--- src/rtl/assert_macros.svh ---
// Assertion macros shared by the RTL that checks itself.
// Clocked on clock, disabled while reset is high.
`ifndef ASSERT_MACROS_SVH
`define ASSERT_MACROS_SVH

// expression holds on every clock edge
`define ASSERT_ALWAYS(lbl, expr) \
   lbl: assert property (@(posedge clock) disable iff (reset) (expr)) \
      else $error("assertion failed");

// consequent holds in the same cycle as the antecedent
`define ASSERT_IMPLIES(lbl, ante, cons) \
   lbl: assert property (@(posedge clock) disable iff (reset) (ante) |-> (cons)) \
      else $error("assertion failed");

// consequent holds in the cycle after the antecedent
`define ASSERT_NEXT(lbl, ante, cons) \
   lbl: assert property (@(posedge clock) disable iff (reset) (ante) |=> (cons)) \
      else $error("assertion failed");

`endif

--- src/rtl/socks5_pkg.sv ---
// Package for the SOCKS5 request parser: phase enum, word structs and codes.
// No dependencies.
`default_nettype none

package socks5_pkg;

   typedef enum logic [3:0] {
      PH_NMETH    = 4'd0,
      PH_METHODS  = 4'd1,
      PH_VER      = 4'd2,
      PH_CMD      = 4'd3,
      PH_RSV      = 4'd4,
      PH_ATYP     = 4'd5,
      PH_CMD_BAD  = 4'd6,
      PH_RSV_BAD  = 4'd7,
      PH_ATYP_BAD = 4'd8,
      PH_IPV4     = 4'd9,
      PH_NAMELEN  = 4'd10,
      PH_NAME     = 4'd11,
      PH_PORT_HI  = 4'd12,
      PH_PORT_LO  = 4'd13,
      PH_DONE     = 4'd14
   } phase_type;

   localparam logic       REQ_BYTE    = 1'b0;
   localparam logic       REQ_RESTART = 1'b1;

   localparam logic [2:0] KIND_METHOD = 3'd0;
   localparam logic [2:0] KIND_NAME   = 3'd1;
   localparam logic [2:0] KIND_READY  = 3'd2;
   localparam logic [2:0] KIND_REFUSE = 3'd3;
   localparam logic [2:0] KIND_DROP   = 3'd4;

   localparam logic [3:0] CODE_NONE        = 4'd0;
   localparam logic [3:0] CODE_CMD_UNSUP   = 4'd7;
   localparam logic [3:0] CODE_ATYP_UNSUP  = 4'd8;

   localparam logic [7:0] SOCKS_VERSION = 8'h05;
   localparam logic [7:0] CMD_CONNECT   = 8'h01;
   localparam logic [7:0] CMD_BIND      = 8'h02;
   localparam logic [7:0] ATYP_IPV4     = 8'h01;
   localparam logic [7:0] ATYP_DOMAIN   = 8'h03;
   localparam logic [7:0] IPV4_BYTES    = 8'd4;

   typedef struct packed {
      logic       req_type;
      logic [7:0] data_byte;
   } req_word_type;

   typedef struct packed {
      logic [2:0]  result_kind;
      logic [3:0]  reply_code;
      logic [7:0]  command;
      logic [7:0]  address_type;
      logic [31:0] ipv4_address;
      logic [15:0] dest_port;
      logic [7:0]  name_byte;
      logic        last_name_byte;
   } rsp_word_type;

endpackage

`default_nettype wire

--- src/rtl/socks5_in_reg.sv ---
// Input register stage: holds one request word until the parser takes it.
// Depends on socks5_pkg.
`default_nettype none

module socks5_in_reg
   import socks5_pkg::*;
(
   input  wire logic         clock,
   input  wire logic         reset,
   input  wire logic         req_valid,
   output logic              req_stall,
   input  wire req_word_type req_word,
   input  wire logic         advance,
   output logic              word_valid,
   output req_word_type      word
);

   logic         valid_ff, valid_in;
   req_word_type word_ff;
   logic         accept;

   assign req_stall = valid_ff & ~advance;
   assign accept    = req_valid & ~req_stall;
   assign valid_in  = accept | (valid_ff & ~advance);

   always_ff @(posedge clock) begin
      if (reset) begin
         valid_ff <= 1'b0;
      end else begin
         valid_ff <= valid_in;
      end
   end

   always_ff @(posedge clock) begin
      if (accept) begin
         word_ff <= req_word;
      end
   end

   assign word_valid = valid_ff;
   assign word       = word_ff;

endmodule

`default_nettype wire

--- src/rtl/socks5_parse.sv ---
// Parser state machine: phase and gathered fields, plus the result word
// produced by the current byte. Depends on socks5_pkg.
`default_nettype none

module socks5_parse
   import socks5_pkg::*;
(
   input  wire logic         clock,
   input  wire logic         reset,
   input  wire logic         step,
   input  wire req_word_type word,
   output logic              res_valid,
   output rsp_word_type      res
);

   phase_type   phase_ff, phase_in;
   logic [7:0]  bytes_left_ff, bytes_left_in;
   logic [7:0]  saved_command_ff, saved_command_in;
   logic [7:0]  saved_atyp_ff, saved_atyp_in;
   logic [31:0] address_shift_ff, address_shift_in;
   logic [7:0]  port_high_ff, port_high_in;

   logic [7:0]  b;
   logic [7:0]  dec;
   logic        restart;
   logic        emit;

   assign b       = word.data_byte;
   assign dec     = bytes_left_ff - 8'd1;
   assign restart = (word.req_type == REQ_RESTART);

   // next state
   always_comb begin
      phase_in         = phase_ff;
      bytes_left_in    = bytes_left_ff;
      saved_command_in = saved_command_ff;
      saved_atyp_in    = saved_atyp_ff;
      address_shift_in = address_shift_ff;
      port_high_in     = port_high_ff;
      if (restart) begin
         phase_in         = PH_NMETH;
         bytes_left_in    = 8'd0;
         saved_command_in = 8'd0;
         saved_atyp_in    = 8'd0;
         address_shift_in = 32'd0;
         port_high_in     = 8'd0;
      end else begin
         case (phase_ff)
            PH_NMETH: begin
               bytes_left_in = b;
               phase_in      = (b == 8'd0) ? PH_VER : PH_METHODS;
            end
            PH_METHODS: begin
               bytes_left_in = dec;
               if (dec == 8'd0) begin
                  phase_in = PH_VER;
               end
            end
            PH_VER:      phase_in = (b == SOCKS_VERSION) ? PH_CMD : PH_CMD_BAD;
            PH_CMD: begin
               saved_command_in = b;
               phase_in         = PH_RSV;
            end
            PH_RSV:      phase_in = PH_ATYP;
            PH_CMD_BAD:  phase_in = PH_RSV_BAD;
            PH_RSV_BAD:  phase_in = PH_ATYP_BAD;
            PH_ATYP_BAD: phase_in = PH_DONE;
            PH_ATYP: begin
               saved_atyp_in = b;
               if (b == ATYP_IPV4) begin
                  address_shift_in = 32'd0;
                  bytes_left_in    = IPV4_BYTES;
                  phase_in         = PH_IPV4;
               end else if (b == ATYP_DOMAIN) begin
                  phase_in = PH_NAMELEN;
               end else begin
                  phase_in = PH_DONE;
               end
            end
            PH_IPV4: begin
               address_shift_in = {address_shift_ff[23:0], b};
               bytes_left_in    = dec;
               if (dec == 8'd0) begin
                  phase_in = PH_PORT_HI;
               end
            end
            PH_NAMELEN: begin
               if (b == 8'd0) begin
                  phase_in = PH_DONE;
               end else begin
                  bytes_left_in = b;
                  phase_in      = PH_NAME;
               end
            end
            PH_NAME: begin
               bytes_left_in = dec;
               if (dec == 8'd0) begin
                  phase_in = PH_PORT_HI;
               end
            end
            PH_PORT_HI: begin
               port_high_in = b;
               phase_in     = PH_PORT_LO;
            end
            PH_PORT_LO:  phase_in = PH_DONE;
            default:     phase_in = PH_DONE;
         endcase
      end
   end

   // result word
   always_comb begin
      emit               = 1'b0;
      res                = '0;
      res.result_kind    = KIND_METHOD;
      res.reply_code     = CODE_NONE;
      res.command        = saved_command_ff;
      res.address_type   = saved_atyp_ff;
      res.ipv4_address   = (saved_atyp_ff == ATYP_IPV4) ? address_shift_ff : 32'd0;
      case (phase_ff)
         PH_NMETH: begin
            emit = (b == 8'd0);
         end
         PH_METHODS: begin
            emit = (dec == 8'd0);
         end
         PH_ATYP_BAD: begin
            emit            = 1'b1;
            res.result_kind = KIND_DROP;
         end
         PH_ATYP: begin
            emit             = (b != ATYP_IPV4) && (b != ATYP_DOMAIN);
            res.result_kind  = KIND_REFUSE;
            res.reply_code   = CODE_ATYP_UNSUP;
            res.address_type = b;
            res.ipv4_address = 32'd0;
         end
         PH_NAMELEN: begin
            emit            = (b == 8'd0);
            res.result_kind = KIND_REFUSE;
            res.reply_code  = CODE_CMD_UNSUP;
         end
         PH_NAME: begin
            emit               = 1'b1;
            res.result_kind    = KIND_NAME;
            res.name_byte      = b;
            res.last_name_byte = (bytes_left_ff == 8'd1);
         end
         PH_PORT_LO: begin
            emit          = 1'b1;
            res.dest_port = {port_high_ff, b};
            if ((saved_command_ff == CMD_CONNECT) || (saved_command_ff == CMD_BIND)) begin
               res.result_kind = KIND_READY;
            end else begin
               res.result_kind = KIND_REFUSE;
               res.reply_code  = CODE_CMD_UNSUP;
            end
         end
         default: emit = 1'b0;
      endcase
      // method reply and drop carry no context
      if ((res.result_kind == KIND_METHOD) || (res.result_kind == KIND_DROP)) begin
         res.command      = 8'd0;
         res.address_type = 8'd0;
         res.ipv4_address = 32'd0;
      end
      res_valid = step & ~restart & emit;
   end

   always_ff @(posedge clock) begin
      if (reset) begin
         phase_ff         <= PH_NMETH;
         bytes_left_ff    <= 8'd0;
         saved_command_ff <= 8'd0;
         saved_atyp_ff    <= 8'd0;
         address_shift_ff <= 32'd0;
         port_high_ff     <= 8'd0;
      end else if (step) begin
         phase_ff         <= phase_in;
         bytes_left_ff    <= bytes_left_in;
         saved_command_ff <= saved_command_in;
         saved_atyp_ff    <= saved_atyp_in;
         address_shift_ff <= address_shift_in;
         port_high_ff     <= port_high_in;
      end
   end

endmodule

`default_nettype wire

--- src/rtl/socks5_out_reg.sv ---
// Result register: holds one response word until the sink takes it.
// Depends on socks5_pkg.
`default_nettype none

module socks5_out_reg
   import socks5_pkg::*;
(
   input  wire logic         clock,
   input  wire logic         reset,
   input  wire logic         load,
   input  wire rsp_word_type res,
   output logic              free,
   output logic              rsp_valid,
   input  wire logic         rsp_stall,
   output rsp_word_type      rsp_word
);

   logic         valid_ff, valid_in;
   rsp_word_type word_ff;

   assign free     = ~valid_ff | ~rsp_stall;
   assign valid_in = load | (valid_ff & rsp_stall);

   always_ff @(posedge clock) begin
      if (reset) begin
         valid_ff <= 1'b0;
      end else begin
         valid_ff <= valid_in;
      end
   end

   always_ff @(posedge clock) begin
      if (load) begin
         word_ff <= res;
      end
   end

   assign rsp_valid = valid_ff;
   assign rsp_word  = word_ff;

endmodule

`default_nettype wire

--- src/rtl/socks5_request_parser.sv ---
// Top level of the SOCKS5 request parser: input register, parser, result register.
// Depends on socks5_pkg, socks5_in_reg, socks5_parse, socks5_out_reg, assert_macros.svh.
//
//   channel | handshake            | payload
//   --------+----------------------+---------------------------------------------
//   req     | req_valid/req_stall  | req_type, req_data_byte
//   rsp     | rsp_valid/rsp_stall  | kind, code, command, address type, ipv4, port,
//           |                      | name byte, last flag
//
// One word per cycle sustained while rsp is not stalled. A word waits in the input register
// until it is parsed there; its result (if any) shows on rsp in the cycle after.
// Synchronous reset clears both valid flags and the parser phase.
// The parser steps only when the result register is empty or draining, so a
// stall on rsp reaches req_stall in the same cycle once the input register is full.
`default_nettype none
`include "assert_macros.svh"

module socks5_request_parser
   import socks5_pkg::*;
(
   input  wire logic        clock,
   input  wire logic        reset,
   input  wire logic        req_valid,
   output logic             req_stall,
   input  wire logic        req_type,
   input  wire logic [7:0]  req_data_byte,
   output logic             rsp_valid,
   input  wire logic        rsp_stall,
   output logic [2:0]       rsp_result_kind,
   output logic [3:0]       rsp_reply_code,
   output logic [7:0]       rsp_command,
   output logic [7:0]       rsp_address_type,
   output logic [31:0]      rsp_ipv4_address,
   output logic [15:0]      rsp_dest_port,
   output logic [7:0]       rsp_name_byte,
   output logic             rsp_last_name_byte
);

   req_word_type req_word;
   req_word_type word;
   logic         word_valid;
   logic         out_free;
   logic         advance;
   logic         res_valid;
   rsp_word_type res;
   rsp_word_type rsp_word;

   assign req_word.req_type  = req_type;
   assign req_word.data_byte = req_data_byte;
   assign advance            = word_valid & out_free;

   socks5_in_reg u_in_reg (
      .clock      (clock),
      .reset      (reset),
      .req_valid  (req_valid),
      .req_stall  (req_stall),
      .req_word   (req_word),
      .advance    (advance),
      .word_valid (word_valid),
      .word       (word)
   );

   socks5_parse u_parse (
      .clock     (clock),
      .reset     (reset),
      .step      (advance),
      .word      (word),
      .res_valid (res_valid),
      .res       (res)
   );

   socks5_out_reg u_out_reg (
      .clock     (clock),
      .reset     (reset),
      .load      (res_valid),
      .res       (res),
      .free      (out_free),
      .rsp_valid (rsp_valid),
      .rsp_stall (rsp_stall),
      .rsp_word  (rsp_word)
   );

   assign rsp_result_kind    = rsp_word.result_kind;
   assign rsp_reply_code     = rsp_word.reply_code;
   assign rsp_command        = rsp_word.command;
   assign rsp_address_type   = rsp_word.address_type;
   assign rsp_ipv4_address   = rsp_word.ipv4_address;
   assign rsp_dest_port      = rsp_word.dest_port;
   assign rsp_name_byte      = rsp_word.name_byte;
   assign rsp_last_name_byte = rsp_word.last_name_byte;

   `ASSERT_NEXT(a_held_word_kept, word_valid && !advance, word_valid)
   `ASSERT_IMPLIES(a_name_is_domain, rsp_valid && (rsp_result_kind == KIND_NAME), rsp_address_type == ATYP_DOMAIN)
   `ASSERT_IMPLIES(a_code_only_refuse, rsp_valid, (rsp_result_kind == KIND_REFUSE) == (rsp_reply_code != CODE_NONE))
   `ASSERT_IMPLIES(a_ipv4_only_type1, rsp_valid && (rsp_ipv4_address != 32'd0), rsp_address_type == ATYP_IPV4)

endmodule

`default_nettype wire
--- config.mk ---
export PLATFORM = sky130hd
export DESIGN_NAME = socks5_request_parser
export DESIGN_NICKNAME = d
export VERILOG_FILES = /design/src/rtl/socks5_pkg.sv /design/src/rtl/socks5_in_reg.sv /design/src/rtl/socks5_parse.sv /design/src/rtl/socks5_out_reg.sv /design/src/rtl/socks5_request_parser.sv
export VERILOG_INCLUDE_DIRS = /design/src /design/src/rtl
export SDC_FILE = /design/constraint.sdc
export NUM_CORES = 1
export LEC_CHECK = 0
export ABC_AREA = 1
export BUFFER_PORTS_ARGS = -buffer_cell sky130_fd_sc_hd__buf_2
export CAP_MARGIN = 15
export CORE_ASPECT_RATIO = 1.2
export CORE_MARGIN = 5
export CORE_UTILIZATION = 54
export DETAILED_ROUTE_END_ITERATION = 16
export PLACE_DENSITY = 0.85
export SYNTH_ARGS = -nofsm -noshare
export SYNTH_HDL_FRONTEND = slang
export SYNTH_SLANG_ARGS = --single-unit
export TNS_END_PERCENT = 30
--- constraint.sdc ---
create_clock -name clock -period 4.4 [get_ports clock]
set_clock_uncertainty 0.1 [all_clocks]
set_input_delay 0.44 -clock clock [delete_from_list [all_inputs] [get_ports clock]]
set_output_delay 0.44 -clock clock [all_outputs]
set_load 0.01 [all_outputs]
==> results.ini <==
[timing]
hold_viol = 0
timing.hold.ws_ps = 107
fin_crit_ps = 2840
setup_viol = 0
min_period_over_period = 0.646
rsz0062_at_grt = no
max_slew.worst_pin.slew_ps = 1120
max_slew_margin = 0.250
setup_ws_ps = 1560
tns_ps = 0
slew_viol_final = 0
fmax_ghz = 0.352

[routing]
dr.max_layer_used = met4
remaining_drc_errors = 0
via_count = 5417
final_antenna_net_count = 0
viasPerCell = 5.51
drt_wl_total_mm = 15.6
dr_wl_met3_mm = 1.27
drtPass1Iterations = 5
met1_length_mm = 6.18
drt_iter0_drc = 704
dr_wl_met2_mm = 7.70
wl_per_cell_um = 15.9

[yosys]
synth_common_cells = 142 x nand2_1, 101 x nor2_1, 87 x edfxtp_1
yosys_most_used_dff = edfxtp_1
synth_edf_count = 87
synthArstFlopShare = 0
yosysTopAreaCellShare = 0.389
syn_avg_cell_area_um2 = 9.24
synthCells = 727
synth_area_um2 = 6710
syn_nets = 742
ys.warnings.count = 0
synth_area_leaders = edfxtp_1 39%, dfxtp_1 21%, nand2_1 7.9%
synth_top_area_cell = edfxtp_1
yosysSeqAreaShare = 0.598
ys_ff_latch = 157
synth.most_common_cell = nand2_1
synth_cell_types = 35

[critical_path]
cp_cell_sequence = inv_1 > ha_1 > xnor2_1 > nand3_1 > nor2_1 > nand4_1 > nand3_1 > nand2_1 > inv_2 > buf_12
crit_top_cell = nand3_1
worstSetupPathType = reg2reg
crit_fanout = 53
required_ps = 4400
critPathTopFamily = buffers and inverters
cp_slowest_cell = inv_2
slowest_delay_ps = 440
end_kind = flop
critPathBufInv = 3
cp.arrival_ps = 2840
startpoint_type = flop
rrSetupSlack_ps = 1560

[grt]
overflow = 0
grt_max_degree = 60
grt_pass1_wl_mm = 26.2
grtUsageTotal = 0.220
grt_pass1_vias = 5225
antenna_found_initial = 0

[cts]
cts_tree = yes
postCtsHoldBufs = 0
post-cts-setup-buffers = 0
ctsResizeCount = 0
cts-buffers-inserted = 17
clkSlewWorstSetupHoldPaths_ps = 60
clock_path_buffers = 2
htree_levels = 4
clock-root-buffer = clkbuf_16
clk_latency_ps = 420
numClockSinks = 157

[finish]
num-nets-final = 824
area_growth_pct = 16.8
stdcell_count = 983
design_area_um2 = 7840
n_antenna_cell = 0
final_util = 0.644
drive_gt1_frac = 0.190

[pwr]
power_mw = 3.30
power_density_nw_per_um2 = 421
power.leakage_nw = 2.68
ir_drop_v = 0.000215

[floorplan]
fp.dieH_um = 132
initial_core_util = 0.552
row_count = 44
fp.coreArea_um2 = 12200
ios = 95
die_w_um = 112
die-area_um2 = 14800

[outcome]
status = finished clean

[placement]
placed_area_um2 = 7200
io_buffers = 94
dp_cells = 951
dp_hpwl_mm = 10.3
gp_congestion = 0.959
dp_slack_ps = 1600

[hold_path]
min_path_type = in2reg

[run]
drv_cap = 0

==> layout make-up <==
type / instances / area (µm²)
clock buffer: 20 / 447
clock inverter: 12 / 193
fill: 938 / 4330
inverter: 92 / 350
multi-input combinational: 445 / 2140
sequential: 157 / 4010
tap: 161 / 201
timing repair buffer: 96 / 498
==> registers in the layout, indices dropped and copies added (netlist names) <==
register,cells
u_in_reg.word,9
u_parse.port_high_ff,8
u_parse.address_shift_ff,32
u_parse.phase_ff,4
u_in_reg.word_valid,1
u_out_reg.rsp_valid,1
u_parse.saved_atyp_ff,8
u_out_reg.rsp_word,78
u_parse.saved_command_ff,8
u_parse.bytes_left_ff,8
==> final timing paths <==
path	to	from	cells after the start
setup / recovery	u_out_reg.rsp_word[3]	u_parse.bytes_left_ff[0]	10
setup reg to reg	u_out_reg.rsp_word[3]	u_parse.bytes_left_ff[0]	10
hold / removal	u_in_reg.word[0]	req_data_byte[0]	1
hold reg to reg	u_parse.port_high_ff[7]	u_parse.port_high_ff[7]	2
==> power by group <==
group / switching [mW] / internal [mW] / leakage, nW
combinational: 0.112 / 0.0425 / 1.09
sequential: 0.0161 / 1.55 / 1.27
clock: 0.562 / 1.02 / 0.311
total: 0.690 / 2.61 / 2.68
==> worst register-to-register path, stage by stage, from the launching register on <==
cell and delay (ps):
dfxtp_1 390, inv_1 120, ha_1 280, xnor2_1 230, nand3_1 120, nor2_1 100
nand4_1 150, nand3_1 110, nand2_1 100, inv_2 440, buf_12 360
==> cell families (layout without fill, tap and decap cells) <==
| family | count (synthesis) | after routing | synth area share |
|---|---|---|---|
| DFF | 157 | 157 | 0.598 |
| adders and majority gates | 2 | 2 | 0.00373 |
| xor gates and xnor gates | 1 | 1 | 0.00130 |
| buffers and inverters | 125 | 220 | 0.0839 |
| and+or+nand+nor | 334 | 334 | 0.228 |
| AOI/OAI and AO/OA | 108 | 108 | 0.0854 |
==> layer usage <==
layer  GRT usage  vias up
li1            -     2561
met1       0.279     2544
met2       0.358      268
met3      0.0537       44
met4      0.0947        0
met5           0        -
==> layout by cell type (no fill, tap or decap), types with 23 or more instances in the layout <==
| cell | Yosys | final |
|---|---|---|
| nand4_1 | 30 | 30 |
| nand3_1 | 23 | 23 |
| edfxtp_1 | 87 | 87 |
| buf_2 | 5 | 94 |
| dfxtp_1 | 70 | 70 |
| inv_1 | 82 | 81 |
| nand2_1 | 142 | 142 |
| a21oi_1 | 78 | 78 |
| nor2_1 | 101 | 101 |
Power figures use the tool's default switching activity.
